$ cat config.mk
export PLATFORM = sky130hd
export DESIGN_NAME = rc_pulse_width_capture_flat
export DESIGN_NICKNAME = d
export VERILOG_FILES = /design/src/rcpw_pkg.sv /design/src/rcpw_in_if.sv /design/src/rcpw_out_if.sv /design/src/rcpw_chain.sv /design/src/rc_pulse_width_capture.sv /design/src/flat_wrapper.sv
export SDC_FILE = /design/constraint.sdc
export NUM_CORES = 1
export LEC_CHECK = 0
export ABC_CLOCK_PERIOD_IN_PS = 8600
export CAP_MARGIN = 40
export CORE_MARGIN = 4
export CORE_UTILIZATION = 55
export CTS_CLUSTER_SIZE = 25
export DETAILED_ROUTE_END_ITERATION = 8
export DONT_BUFFER_PORTS = 1
export GPL_ROUTABILITY_DRIVEN = 1
export PLACE_DENSITY_LB_ADDON = 0.3
export SLEW_MARGIN = 20
export SYNTH_ARGS = -nofsm -noshare
export SYNTH_HDL_FRONTEND = slang
export SYNTH_SLANG_ARGS = --single-unit
$ cat constraint.sdc
create_clock -name clk_i -period 8.6 [get_ports clk_i]
set_clock_uncertainty 0.05 [all_clocks]
set_input_delay 1.72 -clock clk_i [delete_from_list [all_inputs] [get_ports clk_i]]
set_output_delay 1.72 -clock clk_i [all_outputs]
set_load 0.005 [all_outputs]
$ cat src/rcpw_pkg.sv
// ----------------------------------------------------------------------------
// rcpw_pkg: shared types and constants of the RC pulse width capture block
// Field widths, reset values, handler codes and the word structs that pass
// between the top level and the decode chain.
// ----------------------------------------------------------------------------
`default_nettype none

package rcpw_pkg;

  localparam int unsigned NUM_CHANNELS = 6;
  localparam int unsigned CH_W         = 3;
  localparam int unsigned LINE_W       = 2;
  localparam int unsigned TS_W         = 32;
  localparam int unsigned VAL_W        = 16;
  localparam int unsigned PERIOD_W     = 20;
  localparam int unsigned CFG_IDX_W    = 2;
  localparam int unsigned CFG_DATA_W   = 20;

  localparam logic [VAL_W-1:0]    WIDTH_LOW_RST    = 16'd1000;
  localparam logic [VAL_W-1:0]    WIDTH_HIGH_RST   = 16'd2000;
  localparam logic [PERIOD_W-1:0] FRAME_PERIOD_RST = 20'd20000;
  localparam logic [VAL_W-1:0]    CHANNEL_VAL_RST  = 16'd1000;

  // Handler codes attached to lines one to three.
  typedef enum logic [1:0] {
    HND_NONE = 2'd0,
    HND_RISE = 2'd1,
    HND_FALL = 2'd2
  } handler_e;

  // Configuration register indexes.
  typedef enum logic [CFG_IDX_W-1:0] {
    CFG_WIDTH_LOW    = 2'd0,
    CFG_WIDTH_HIGH   = 2'd1,
    CFG_FRAME_PERIOD = 2'd2
  } cfg_idx_e;

  typedef struct packed {
    logic [VAL_W-1:0]    width_low;
    logic [VAL_W-1:0]    width_high;
    logic [PERIOD_W-1:0] frame_period;
  } cfg_t;

  typedef struct packed {
    logic              mode;
    logic [LINE_W-1:0] line;
    logic              rising;
    logic [TS_W-1:0]   timestamp;
    logic [CH_W-1:0]   read_channel;
  } item_t;

  typedef struct packed {
    logic              handled;
    logic [CH_W-1:0]   channel;
    logic              stored;
    logic [VAL_W-1:0]  width;
    logic [TS_W-1:0]   next_frame_time;
    logic [VAL_W-1:0]  channel_value;
  } result_t;

endpackage

`default_nettype wire

$ cat src/rcpw_in_if.sv
// ----------------------------------------------------------------------------
// rcpw_in_if: input word channel of the RC pulse width capture block
// Valid/ready handshake carrying one edge event or start command.
// ----------------------------------------------------------------------------
`default_nettype none

interface rcpw_in_if;
  import rcpw_pkg::*;

  logic              valid;
  logic              ready;
  logic              mode;
  logic [LINE_W-1:0] line;
  logic              rising;
  logic [TS_W-1:0]   timestamp;
  logic [CH_W-1:0]   read_channel;

  modport source (output valid, mode, line, rising, timestamp, read_channel,
                  input ready);
  modport sink   (input valid, mode, line, rising, timestamp, read_channel,
                  output ready);
endinterface

`default_nettype wire

$ cat src/rcpw_out_if.sv
// ----------------------------------------------------------------------------
// rcpw_out_if: result word channel of the RC pulse width capture block
// Valid/ready handshake carrying one decode result.
// ----------------------------------------------------------------------------
`default_nettype none

interface rcpw_out_if;
  import rcpw_pkg::*;

  logic             valid;
  logic             ready;
  logic             handled;
  logic [CH_W-1:0]  channel;
  logic             stored;
  logic [VAL_W-1:0] width;
  logic [TS_W-1:0]  next_frame_time;
  logic [VAL_W-1:0] channel_value;

  modport source (output valid, handled, channel, stored, width, next_frame_time,
                  channel_value, input ready);
  modport sink   (input valid, handled, channel, stored, width, next_frame_time,
                  channel_value, output ready);
endinterface

`default_nettype wire

$ cat src/rcpw_chain.sv
// ----------------------------------------------------------------------------
// rcpw_chain: handler chain and channel store
// Holds the armed handlers, stage times and channel values, and works out
// the result of one word in a single combinational pass.
// ----------------------------------------------------------------------------
`default_nettype none

module rcpw_chain (
  input  wire logic             clk_i,
  input  wire logic             rst_ni,
  input  wire logic             step_i,
  input  wire rcpw_pkg::item_t  item_i,
  input  wire rcpw_pkg::cfg_t   cfg_i,
  output rcpw_pkg::result_t     result_o
);
  import rcpw_pkg::*;

  logic                line0_armed_q, line0_armed_d;
  handler_e            line1_q, line1_d;
  handler_e            line2_q, line2_d;
  handler_e            line3_q, line3_d;
  logic [TS_W-1:0]     stage_q [NUM_CHANNELS];
  logic [VAL_W-1:0]    value_q [NUM_CHANNELS];

  logic                handled;
  logic                meas;
  logic [CH_W-1:0]     meas_ch;
  logic                stamp0;
  logic [TS_W-1:0]     diff;
  logic                in_bounds;
  logic                stored;
  logic [TS_W-1:0]     stage0_new;
  logic [VAL_W-1:0]    read_val;

  always_comb begin
    line0_armed_d = line0_armed_q;
    line1_d       = line1_q;
    line2_d       = line2_q;
    line3_d       = line3_q;
    handled       = 1'b0;
    meas          = 1'b0;
    meas_ch       = '0;
    stamp0        = 1'b0;
    if (item_i.mode) begin
      stamp0        = 1'b1;
      line0_armed_d = 1'b1;
    end else begin
      unique case (item_i.line)
        2'd0: begin
          if (line0_armed_q && item_i.rising) begin
            handled = 1'b1;
            stamp0  = 1'b1;
            line1_d = HND_RISE;
          end
        end
        2'd1: begin
          if (line1_q == HND_RISE && item_i.rising) begin
            handled = 1'b1;
            meas    = 1'b1;
            meas_ch = CH_W'(0);
            line1_d = HND_FALL;
          end else if (line1_q == HND_FALL && !item_i.rising) begin
            handled = 1'b1;
            meas    = 1'b1;
            meas_ch = CH_W'(1);
            line2_d = HND_RISE;
            line1_d = HND_NONE;
          end
        end
        2'd2: begin
          if (line2_q == HND_RISE && item_i.rising) begin
            handled = 1'b1;
            meas    = 1'b1;
            meas_ch = CH_W'(2);
            line2_d = HND_FALL;
          end else if (line2_q == HND_FALL && !item_i.rising) begin
            handled = 1'b1;
            meas    = 1'b1;
            meas_ch = CH_W'(3);
            line3_d = HND_RISE;
            line2_d = HND_NONE;
          end
        end
        default: begin
          if (line3_q == HND_RISE && item_i.rising) begin
            handled = 1'b1;
            meas    = 1'b1;
            meas_ch = CH_W'(4);
            line3_d = HND_FALL;
          end else if (line3_q == HND_FALL && !item_i.rising) begin
            handled = 1'b1;
            meas    = 1'b1;
            meas_ch = CH_W'(5);
            line3_d = HND_NONE;
          end
        end
      endcase
    end
  end

  // meas_ch never exceeds the last channel when meas is set.
  assign diff      = item_i.timestamp - stage_q[meas_ch];
  assign in_bounds = (diff > TS_W'(cfg_i.width_low)) && (diff < TS_W'(cfg_i.width_high));
  assign stored    = meas && in_bounds;

  assign stage0_new = stamp0 ? item_i.timestamp : stage_q[0];

  always_comb begin
    read_val = '0;
    if (item_i.read_channel < CH_W'(NUM_CHANNELS)) begin
      if (stored && meas_ch == item_i.read_channel) begin
        read_val = diff[VAL_W-1:0];
      end else begin
        read_val = value_q[item_i.read_channel];
      end
    end
  end

  always_comb begin
    result_o.handled         = handled;
    result_o.stored          = stored;
    result_o.channel         = stored ? meas_ch : '0;
    result_o.width           = stored ? diff[VAL_W-1:0] : '0;
    result_o.next_frame_time = stage0_new + TS_W'(cfg_i.frame_period);
    result_o.channel_value   = read_val;
  end

  always_ff @(posedge clk_i or negedge rst_ni) begin
    if (!rst_ni) begin
      line0_armed_q <= 1'b0;
      line1_q       <= HND_NONE;
      line2_q       <= HND_NONE;
      line3_q       <= HND_NONE;
      for (int i = 0; i < NUM_CHANNELS; i++) begin
        stage_q[i] <= '0;
        value_q[i] <= CHANNEL_VAL_RST;
      end
    end else if (step_i) begin
      line0_armed_q <= line0_armed_d;
      line1_q       <= line1_d;
      line2_q       <= line2_d;
      line3_q       <= line3_d;
      if (stamp0) begin
        stage_q[0] <= item_i.timestamp;
      end
      for (int i = 0; i < NUM_CHANNELS; i++) begin
        if (stored && meas_ch == CH_W'(i)) begin
          value_q[i] <= diff[VAL_W-1:0];
        end
        if (meas && i > 0 && meas_ch == CH_W'(i - 1)) begin
          stage_q[i] <= item_i.timestamp;
        end
      end
    end
  end

endmodule

`default_nettype wire

$ cat src/rc_pulse_width_capture.sv
// ----------------------------------------------------------------------------
// rc_pulse_width_capture: six-channel RC pulse width decoder
// Follows edges on four input lines through a chain of armed handlers and
// keeps each in-range interval as a channel value.
// ----------------------------------------------------------------------------
//
//   Channel   Dir  Handshake      Word contents
//   item_i    in   valid/ready    mode, line, rising, timestamp, read_channel
//   result_o  out  valid/ready    handled, channel, stored, width,
//                                 next_frame_time, channel_value
//   cfg       in   cfg_we_i       cfg_idx_i, cfg_data_i (write only)
//
// The block takes one word per cycle while the result side does not stall.
// A word is held in the input register, decoded by the handler chain and
// written to the result register, from which its result is offered.
// The chain state is updated when a word moves into the result register.
// Reset disarms all handlers, clears the stage times, sets each channel
// value to 1000 us and loads the default bounds and frame period.
// A stall on the result side holds the result register; the input
// register still accepts one more word and then holds it until space frees.
// ----------------------------------------------------------------------------
`default_nettype none

module rc_pulse_width_capture (
  input  wire logic                           clk_i,
  input  wire logic                           rst_ni,
  rcpw_in_if.sink                             item_i,
  rcpw_out_if.source                          result_o,
  input  wire logic                           cfg_we_i,
  input  wire logic [rcpw_pkg::CFG_IDX_W-1:0] cfg_idx_i,
  input  wire logic [rcpw_pkg::CFG_DATA_W-1:0] cfg_data_i
);
  import rcpw_pkg::*;

  cfg_t    cfg_q;
  item_t   in_q;
  logic    in_valid_q;
  result_t out_q;
  logic    out_valid_q;
  result_t chain_res;
  logic    advance;
  logic    in_take;

  // A word leaves the input register whenever the result register is free
  // or is being emptied in the same cycle.
  assign advance      = in_valid_q && (!out_valid_q || result_o.ready);
  assign item_i.ready = !in_valid_q || advance;
  assign in_take      = item_i.valid && item_i.ready;

  // Configuration registers; writes to an unused index are dropped.
  always_ff @(posedge clk_i or negedge rst_ni) begin
    if (!rst_ni) begin
      cfg_q.width_low    <= WIDTH_LOW_RST;
      cfg_q.width_high   <= WIDTH_HIGH_RST;
      cfg_q.frame_period <= FRAME_PERIOD_RST;
    end else if (cfg_we_i) begin
      unique case (cfg_idx_i)
        CFG_WIDTH_LOW:    cfg_q.width_low    <= cfg_data_i[VAL_W-1:0];
        CFG_WIDTH_HIGH:   cfg_q.width_high   <= cfg_data_i[VAL_W-1:0];
        CFG_FRAME_PERIOD: cfg_q.frame_period <= cfg_data_i[PERIOD_W-1:0];
        default: ;
      endcase
    end
  end

  // Input register.
  always_ff @(posedge clk_i or negedge rst_ni) begin
    if (!rst_ni) begin
      in_valid_q <= 1'b0;
    end else if (in_take) begin
      in_valid_q <= 1'b1;
    end else if (advance) begin
      in_valid_q <= 1'b0;
    end
  end

  always_ff @(posedge clk_i) begin
    if (in_take) begin
      in_q.mode         <= item_i.mode;
      in_q.line         <= item_i.line;
      in_q.rising       <= item_i.rising;
      in_q.timestamp    <= item_i.timestamp;
      in_q.read_channel <= item_i.read_channel;
    end
  end

  rcpw_chain u_chain (
    .clk_i    (clk_i),
    .rst_ni   (rst_ni),
    .step_i   (advance),
    .item_i   (in_q),
    .cfg_i    (cfg_q),
    .result_o (chain_res)
  );

  // Result register.
  always_ff @(posedge clk_i or negedge rst_ni) begin
    if (!rst_ni) begin
      out_valid_q <= 1'b0;
    end else if (advance) begin
      out_valid_q <= 1'b1;
    end else if (result_o.ready) begin
      out_valid_q <= 1'b0;
    end
  end

  always_ff @(posedge clk_i) begin
    if (advance) begin
      out_q <= chain_res;
    end
  end

  assign result_o.valid           = out_valid_q;
  assign result_o.handled         = out_q.handled;
  assign result_o.channel         = out_q.channel;
  assign result_o.stored          = out_q.stored;
  assign result_o.width           = out_q.width;
  assign result_o.next_frame_time = out_q.next_frame_time;
  assign result_o.channel_value   = out_q.channel_value;

endmodule

`default_nettype wire
$ cat src/flat_wrapper.sv
// flat-port wrapper written by rule: the top's interface ports become plain ports
module rc_pulse_width_capture_flat import rcpw_pkg::*;
  (clk_i, rst_ni, cfg_we_i, cfg_idx_i, cfg_data_i, item_i_valid, item_i_mode, item_i_line, item_i_rising, item_i_timestamp, item_i_read_channel, item_i_ready, result_o_valid, result_o_handled, result_o_channel, result_o_stored, result_o_width, result_o_next_frame_time, result_o_channel_value, result_o_ready);
  rcpw_in_if item_i_i ();
  rcpw_out_if result_o_i ();
  input  wire logic clk_i;
  input  wire logic rst_ni;
  input  wire logic cfg_we_i;
  input  wire logic [rcpw_pkg::CFG_IDX_W-1:0] cfg_idx_i;
  input  wire logic [rcpw_pkg::CFG_DATA_W-1:0] cfg_data_i;
  input wire logic [$bits(item_i_i.valid)-1:0] item_i_valid;
  input wire logic [$bits(item_i_i.mode)-1:0] item_i_mode;
  input wire logic [$bits(item_i_i.line)-1:0] item_i_line;
  input wire logic [$bits(item_i_i.rising)-1:0] item_i_rising;
  input wire logic [$bits(item_i_i.timestamp)-1:0] item_i_timestamp;
  input wire logic [$bits(item_i_i.read_channel)-1:0] item_i_read_channel;
  output wire logic [$bits(item_i_i.ready)-1:0] item_i_ready;
  output wire logic [$bits(result_o_i.valid)-1:0] result_o_valid;
  output wire logic [$bits(result_o_i.handled)-1:0] result_o_handled;
  output wire logic [$bits(result_o_i.channel)-1:0] result_o_channel;
  output wire logic [$bits(result_o_i.stored)-1:0] result_o_stored;
  output wire logic [$bits(result_o_i.width)-1:0] result_o_width;
  output wire logic [$bits(result_o_i.next_frame_time)-1:0] result_o_next_frame_time;
  output wire logic [$bits(result_o_i.channel_value)-1:0] result_o_channel_value;
  input wire logic [$bits(result_o_i.ready)-1:0] result_o_ready;
  assign item_i_i.valid = item_i_valid;
  assign item_i_i.mode = item_i_mode;
  assign item_i_i.line = item_i_line;
  assign item_i_i.rising = item_i_rising;
  assign item_i_i.timestamp = item_i_timestamp;
  assign item_i_i.read_channel = item_i_read_channel;
  assign item_i_ready = item_i_i.ready;
  assign result_o_valid = result_o_i.valid;
  assign result_o_handled = result_o_i.handled;
  assign result_o_channel = result_o_i.channel;
  assign result_o_stored = result_o_i.stored;
  assign result_o_width = result_o_i.width;
  assign result_o_next_frame_time = result_o_i.next_frame_time;
  assign result_o_channel_value = result_o_i.channel_value;
  assign result_o_i.ready = result_o_ready;
  rc_pulse_width_capture u_core (.clk_i(clk_i), .rst_ni(rst_ni), .item_i(item_i_i), .result_o(result_o_i), .cfg_we_i(cfg_we_i), .cfg_idx_i(cfg_idx_i), .cfg_data_i(cfg_data_i));
endmodule
==> results.ini, run 1 <==
[outcome]
status=complete, no violations

[worst_setup_path]
critPathBufInv=4
critPathLaunchType=flop
critPathMaxStageDelay_ps=560
r2r-end=u_core.u_chain.value_q[76]$_DFFE_PN0P_
worstPathRequired_ps=9020
ff2ff_path_depth=27
r2r_setup_slack_ps=1010
criticalPathCategory=reg2reg
slowest_stage=edfxtp_1
cp_top_family=compound AO/OA/AOI/OAI gates
crit-reg2reg-launch=u_core.in_q[35]$_DFFE_PP_
endpoint_kind=flop
worstPathMaxFanout=24
crit_arrival_ps=8020

[floorplan]
rows=75
die_area_um2=46700
die_x_um=216
die_h_um=216
start_util=0.562
placeableCoreArea_um2=42300
ioPinCount=137

[layout]
area_delta_synth_final_pct=9.85
regArea_um2=12000
multi_input_area_um2=10900
nFillCells=3280
finalInstanceArea_um2=26100
final_cells=2676
nets=2209
drive_above_1_share=0.267

[sta]
slew_viol_final=0
max-slew-margin-rel=0.385
postLayoutSetupSlackWorst_ps=1010
finalSetupViolCount=0
whs_ps=446
clock.fmax_ghz=0.132
worst_pin_slew_ps=923
finalCritPeriodShare=0.883
rsz0062_at_grt=no
min_period_ps=7590
hold_viol_final=0
setup-tns-final_ps=0

[hold_path]
hold_path_class=reg2reg
holdPathStages=2
worstHoldStart=u_core.u_chain.stage_q[128]$_DFFE_PN0P_
hold-path-endpoint=u_core.u_chain.stage_q[128]$_DFFE_PN0P_

[cts]
post_cts_resized=0
tritoncts=yes
holdBufCountCts=0
htreeDepth=2
post-cts-setup-buffers=0
clockBufferDepth=3
clock_latency_ps=590
cts_sinks=457
cts_made_buffers=48
root_buffer=clkbuf_16
clk_pin_slew_worst_paths_ps=60

[synthesis]
syn_area_um2=23800
synth-edff-count=108
synth_top_area_frac=0.311
syn-num-nets=2213
synth_top_area_cell=dfrtp_1
yosys-top-cells-count=296 x dfrtp_1, 290 x mux2_2, 228 x nand2_1, 123 x o21ai_0, 108 x edfxtp_1
synthCells=2062
yosysMostFrequentCell=dfrtp_1
ys_warn_count=0
synth_area_leaders=dfrtp_1 31%, mux2_2 14%, edfxtp_1 14%
ys_types=79
synth_seq_cells=457
avgSynthCellArea_um2=11.5
ys_seq_area_frac=0.506
synthFlopType=dfrtp_1
async_flop_share=0.764

[place]
place_ws_ps=1170
placed_cell_area_um2=24500
dpl.cell_count=2583
port_buffers=0
place.gp.congestion=0.923
hpwl_um=41800

[global_routing]
antenna_found_initial=3
grt_max_degree=350
grtUsageTotal=0.264
grt_pass1_vias=16800
grt-ovfl-total=0
grt_pass1_wl_um=97600

[power_and_ir_drop]
netSwitchingPower_uw=2320
seq_power_share=0.403
ir_drop_mv=0.196
intPower_uw=4670
power_frac_comb=0.292
sw_frac_of_total=0.331
p_per_area_nw_per_um2=267
p_leak_uw=0.0116
pwr-share-clk=0.306

[route]
drt-met1-wl_um=27300
routed-wl-met3_um=4030
ant_nets=0
wl_per_cell_um=23.2
totalWireLength_um=62100
drc=0
dr.pass1.iters=5
drt-initial-drc-count=1337
vias=16700
route.met2.wl_um=28400
highest_layer=met5
viasPerCell=6.23

[job]
cap_violations=0

## cells by family (layout without fill, tap and decap cells)
group                      after synthesis  after routing  synth area share
and+or+nand+nor                        464            464            0.0915
DFF                                    457            457             0.506
AOI/OAI and AO/OA                      429            429             0.114
muxes                                  378            378             0.188
buffers and inverters                  199            235            0.0361
adders and majority gates               85             85            0.0453
xor gates and xnor gates                50             50            0.0187
other                                    0              1                 0
## placed cells by master, fill, tap and decap left out, types with 11 or more instances in the layout
cell       instances
mux2_2           290
inv_1             83
a31oi_1           36
clkinv_2          11
and3_1            13
nor2_1            73
a221o_1           29
dfstp_2           53
a211oi_1          23
mux2i_1           43
nand4_1           15
mux4_2            16
o211ai_1          13
dfrtp_1          296
a22oi_1           13
xnor2_1           33
edfxtp_1         108
clkbuf_16         50
buf_4             53
nand2_1          228
a21oi_1          100
nand2b_1          13
nor3_1            16
nand3_1           25
a21o_1            24
ha_1              83
or2_2             13
xor2_1            16
o21ai_0          123
mux2_4            25
## per-stage QoR
stage	power, uW	util
after floorplan	4150	-
after global placement	4770	0.577
after detailed placement	4830	0.579
after CTS	6990	0.617
after global routing	7360	0.618
final	6990	0.618
## power by group through the flow
| stage | Combinational [uW] | Sequential, uW | Clock, uW |
|---|---|---|---|
| finish | 2040 | 2810 | 2140 |
| global route | 2230 | 2850 | 2280 |
| CTS | 2010 | 2810 | 2180 |
| detailed placement | 1980 | 2840 | 0 |
| global placement | 1940 | 2830 | 0 |
| floorplan | 1390 | 2760 | 0 |
## worst max-delay path by stage
| stage | from | end | cells past startpoint |
|---|---|---|---|
| after floorplan | u_core.in_q[37]$_DFFE_PP_ | u_core.u_chain.value_q[13]$_DFFE_PN0P_ | 31 |
| after global placement | u_core.in_q[35]$_DFFE_PP_ | u_core.u_chain.value_q[2]$_DFFE_PN0P_ | 28 |
| after detailed placement | u_core.in_q[37]$_DFFE_PP_ | u_core.u_chain.value_q[64]$_DFFE_PN0P_ | 30 |
| after CTS | u_core.in_q[37]$_DFFE_PP_ | u_core.u_chain.value_q[64]$_DFFE_PN0P_ | 30 |
| after global routing | u_core.in_q[37]$_DFFE_PP_ | u_core.u_chain.value_q[64]$_DFFE_PN0P_ | 31 |
| final | u_core.in_q[35]$_DFFE_PP_ | u_core.u_chain.value_q[76]$_DFFE_PN0P_ | 27 |
## area by class of cell
| class | instances | area share |
|---|---|---|
| sequential | 457 | 0.461 |
| multi-input combinational | 1406 | 0.419 |
| clock buffer | 63 | 0.0513 |
| tap | 577 | 0.0276 |
| timing repair buffer | 61 | 0.0190 |
| inverter | 84 | 0.0122 |
| clock inverter | 27 | 0.0107 |
| antenna | 1 | 0.0000957 |
## routing by layer
metal	vias to the layer above	global-route usage
li1	7500	-
met1	8410	0.367
met2	601	0.414
met3	145	0.0470
met4	4	0.105
met5	-	0
## worst min-delay path: stages (launching register included)
cell     delay, ps
dfrtp_1        350
nand2_1         50
o21ai_0         60
## sequential cells by signal (all words and copies together), names as in the netlist, 2 cells and up
name / flops
u_core.u_chain.stage_q: 192
u_core.u_chain.value_q: 96
u_core.cfg_q: 52
u_core.in_q: 39
u_core.result_o.next_frame_time: 32
u_core.result_o.channel_value: 16
u_core.result_o.width: 16
u_core.result_o.channel: 3
u_core.u_chain.line1_q: 2
u_core.u_chain.line2_q: 2
u_core.u_chain.line3_q: 2
Note: power is estimated with default switching activity, not from simulation.
==> run 2, diff against run 1 <==
--- a/config.mk
+++ b/config.mk
@@ -7,12 +7,15 @@
 export LEC_CHECK = 0
 export ABC_CLOCK_PERIOD_IN_PS = 8600
 export CAP_MARGIN = 40
+export CELL_PAD_IN_SITES_DETAIL_PLACEMENT = 1
+export CELL_PAD_IN_SITES_GLOBAL_PLACEMENT = 2
 export CORE_MARGIN = 4
-export CORE_UTILIZATION = 55
+export CORE_UTILIZATION = 44
 export CTS_CLUSTER_SIZE = 25
 export DETAILED_ROUTE_END_ITERATION = 8
 export DONT_BUFFER_PORTS = 1
 export GPL_ROUTABILITY_DRIVEN = 1
+export GPL_TIMING_DRIVEN = 0
 export PLACE_DENSITY_LB_ADDON = 0.3
 export SLEW_MARGIN = 20
 export SYNTH_ARGS = -nofsm -noshare
==> results.ini, run 2 (synthesis results as in run 1) <==
[sta]
rsz0062_at_grt=no
max-slew-margin-rel=0.401  ; +0.0161
min_period_ps=8200  ; +607 ps
clock.fmax_ghz=0.122  ; -7.4%
whs_ps=443  ; -2.92 ps
finalSetupViolCount=0  ; unchanged
worst_pin_slew_ps=895  ; -28.1 ps
setup-tns-final_ps=0  ; unchanged
postLayoutSetupSlackWorst_ps=399  ; -607 ps
finalCritPeriodShare=0.954  ; +0.0706
slew_viol_final=0  ; unchanged
hold_viol_final=0  ; unchanged

[floorplan]
ioPinCount=137  ; unchanged
placeableCoreArea_um2=53100  ; +25%
die_area_um2=57900  ; +24%
die_x_um=241  ; +11%
start_util=0.448  ; -0.114
die_h_um=241  ; +11%
rows=84  ; +12%

[route]
drt-initial-drc-count=981  ; -27%
wl_per_cell_um=25.2  ; +8.9%
drc=0  ; unchanged
dr.pass1.iters=5  ; unchanged
vias=16900  ; +1.5%
totalWireLength_um=72500  ; +17%
viasPerCell=5.89  ; -5.5%
ant_nets=0  ; unchanged

[place]
place.gp.congestion=0.900  ; -2.5%
hpwl_um=53600  ; +28%
port_buffers=0  ; unchanged
place_ws_ps=-378  ; -1540 ps

[cts]
cts_made_buffers=52  ; +8.3%
clk_pin_slew_worst_paths_ps=60  ; about the same
tritoncts=yes
cts_sinks=457  ; unchanged
post-cts-setup-buffers=0  ; unchanged
holdBufCountCts=0  ; unchanged
clock_latency_ps=610  ; +20 ps
htreeDepth=2  ; unchanged
root_buffer=clkbuf_16
clockBufferDepth=3  ; unchanged

[layout]
regArea_um2=12000  ; unchanged
final_cell_mix=296 x dfrtp_1, 290 x mux2_2, 228 x nand2_1
area_delta_synth_final_pct=12.4
multi_input_area_um2=11000  ; about the same
antennaDiodeCount=0  ; -1
reg_top3=u_core.u_chain.stage_q (192), u_core.u_chain.value_q (96), u_core.cfg_q (52)
regMostFlops=u_core.u_chain.stage_q
largest_reg_flops=192  ; unchanged
drive_above_1_share=0.260  ; -0.00651
nets=2292  ; +3.8%
final_common_cell=dfrtp_1
nFillCells=5512  ; +68%

[worst_setup_path]
crit_arrival_ps=8630  ; +610 ps
worstPathMaxFanout=10  ; -58%
endpoint_kind=flop
criticalPathCategory=reg2reg
critPathLaunchType=flop
slowest_stage=clkbuf_1
critPathMaxStageDelay_ps=680  ; +120 ps
crit_top_cell=o21ai_0
worstPathRequired_ps=9030  ; about the same

[power_and_ir_drop]
p_leak_uw=0.0118  ; +1.8%
p_per_area_nw_per_um2=269  ; +0.57%
ir_drop_mv=0.192  ; -2.0%

[global_routing]
antenna_found_initial=1  ; -2
grt_pass1_wl_um=111000  ; +14%
grt-ovfl-total=0  ; unchanged
grtUsageTotal=0.250  ; -0.0133
grt_max_degree=350  ; unchanged
grt_pass1_vias=18200  ; +8.2%

[job]
cap_violations=0  ; unchanged

[hold_path]
hold_path_class=reg2reg

[outcome]
status=complete, no violations

[run 2: report_power, final]
part / leakage, uW / switching (uW) / internal [uW]
registers: 0.00548 / 227 / 2590
logic: 0.00545 / 1240 / 812
clock network: 0.000872 / 940 / 1370
total: 0.0118 / 2410 / 4780
[run 2: routing by layer]
| layer | track usage | routed length (um) | share of wire | up-vias |
|---|---|---|---|---|
| met2 | 0.415 | 34400 | 0.47 | 360 |
| met3 | 0.0351 | 3180 | 0.044 | 94 |
| met1 | 0.348 | 33000 | 0.45 | 8781 |
| li1 | - | - | - | 7673 |
| met5 | 0 | 0 | 0 | - |
| met4 | 0.0694 | 1970 | 0.027 | 0 |
[run 2: worst max-delay path: cells and delay by family (launching register included)]
kind | cells | cell delay [ps]
DFF | 1 | 520
buffers and inverters | 6 | 1810
AOI/OAI and AO/OA | 11 | 2740
and+or+nand+nor | 10 | 1610
adders and majority gates | 2 | 740
muxes | 1 | 330
xor gates and xnor gates | 1 | 270
[run 2: layout make-up]
type | instances | share of cell area
buffer | 114 | 0.0208
clock buffer | 78 | 0.0581
clock inverter | 20 | 0.00861
inverter | 84 | 0.0118
multi-input combinational | 1406 | 0.409
sequential | 457 | 0.450
tap | 688 | 0.0322
timing repair buffer | 26 | 0.00889
[run 2: repair_timing]
action / 4_1_cts / 5_1_grt
gates resized for setup: 5 / 18
setup endpoints to repair: 131 / 131
pin swaps: 0 / 0
[run 2: path summary, 6_finish.rpt]
check | from | to | slack, ps | cells after the start
min in group asynchronous | rst_ni | u_core.cfg_q[8]$_DFFE_PN0P_ | 770 | 0
worst max register to register | u_core.in_q[37]$_DFFE_PP_ | u_core.u_chain.value_q[46]$_DFFE_PN0P_ | 400 | 31
max in group asynchronous | rst_ni | u_core.u_chain.stage_q[90]$_DFFE_PN0P_ | 7130 | 0
worst min-delay path | u_core.u_chain.stage_q[128]$_DFFE_PN0P_ | u_core.u_chain.stage_q[128]$_DFFE_PN0P_ | 440 | 2
worst min register to register | u_core.u_chain.stage_q[128]$_DFFE_PN0P_ | u_core.u_chain.stage_q[128]$_DFFE_PN0P_ | 440 | 2
worst max-delay path | u_core.in_q[37]$_DFFE_PP_ | u_core.u_chain.value_q[46]$_DFFE_PN0P_ | 400 | 31
[run 2: metrics by stage]
step	area (um^2)	util	total power, uW	instances
global route	26700	0.504	7590	2873
CTS	26700	0.503	7230	2870
finish	26700	0.504	7190	2873
floorplan	23800	-	4150	2062
global placement	24700	0.465	4740	2750
detailed placement	24900	0.469	4880	2773
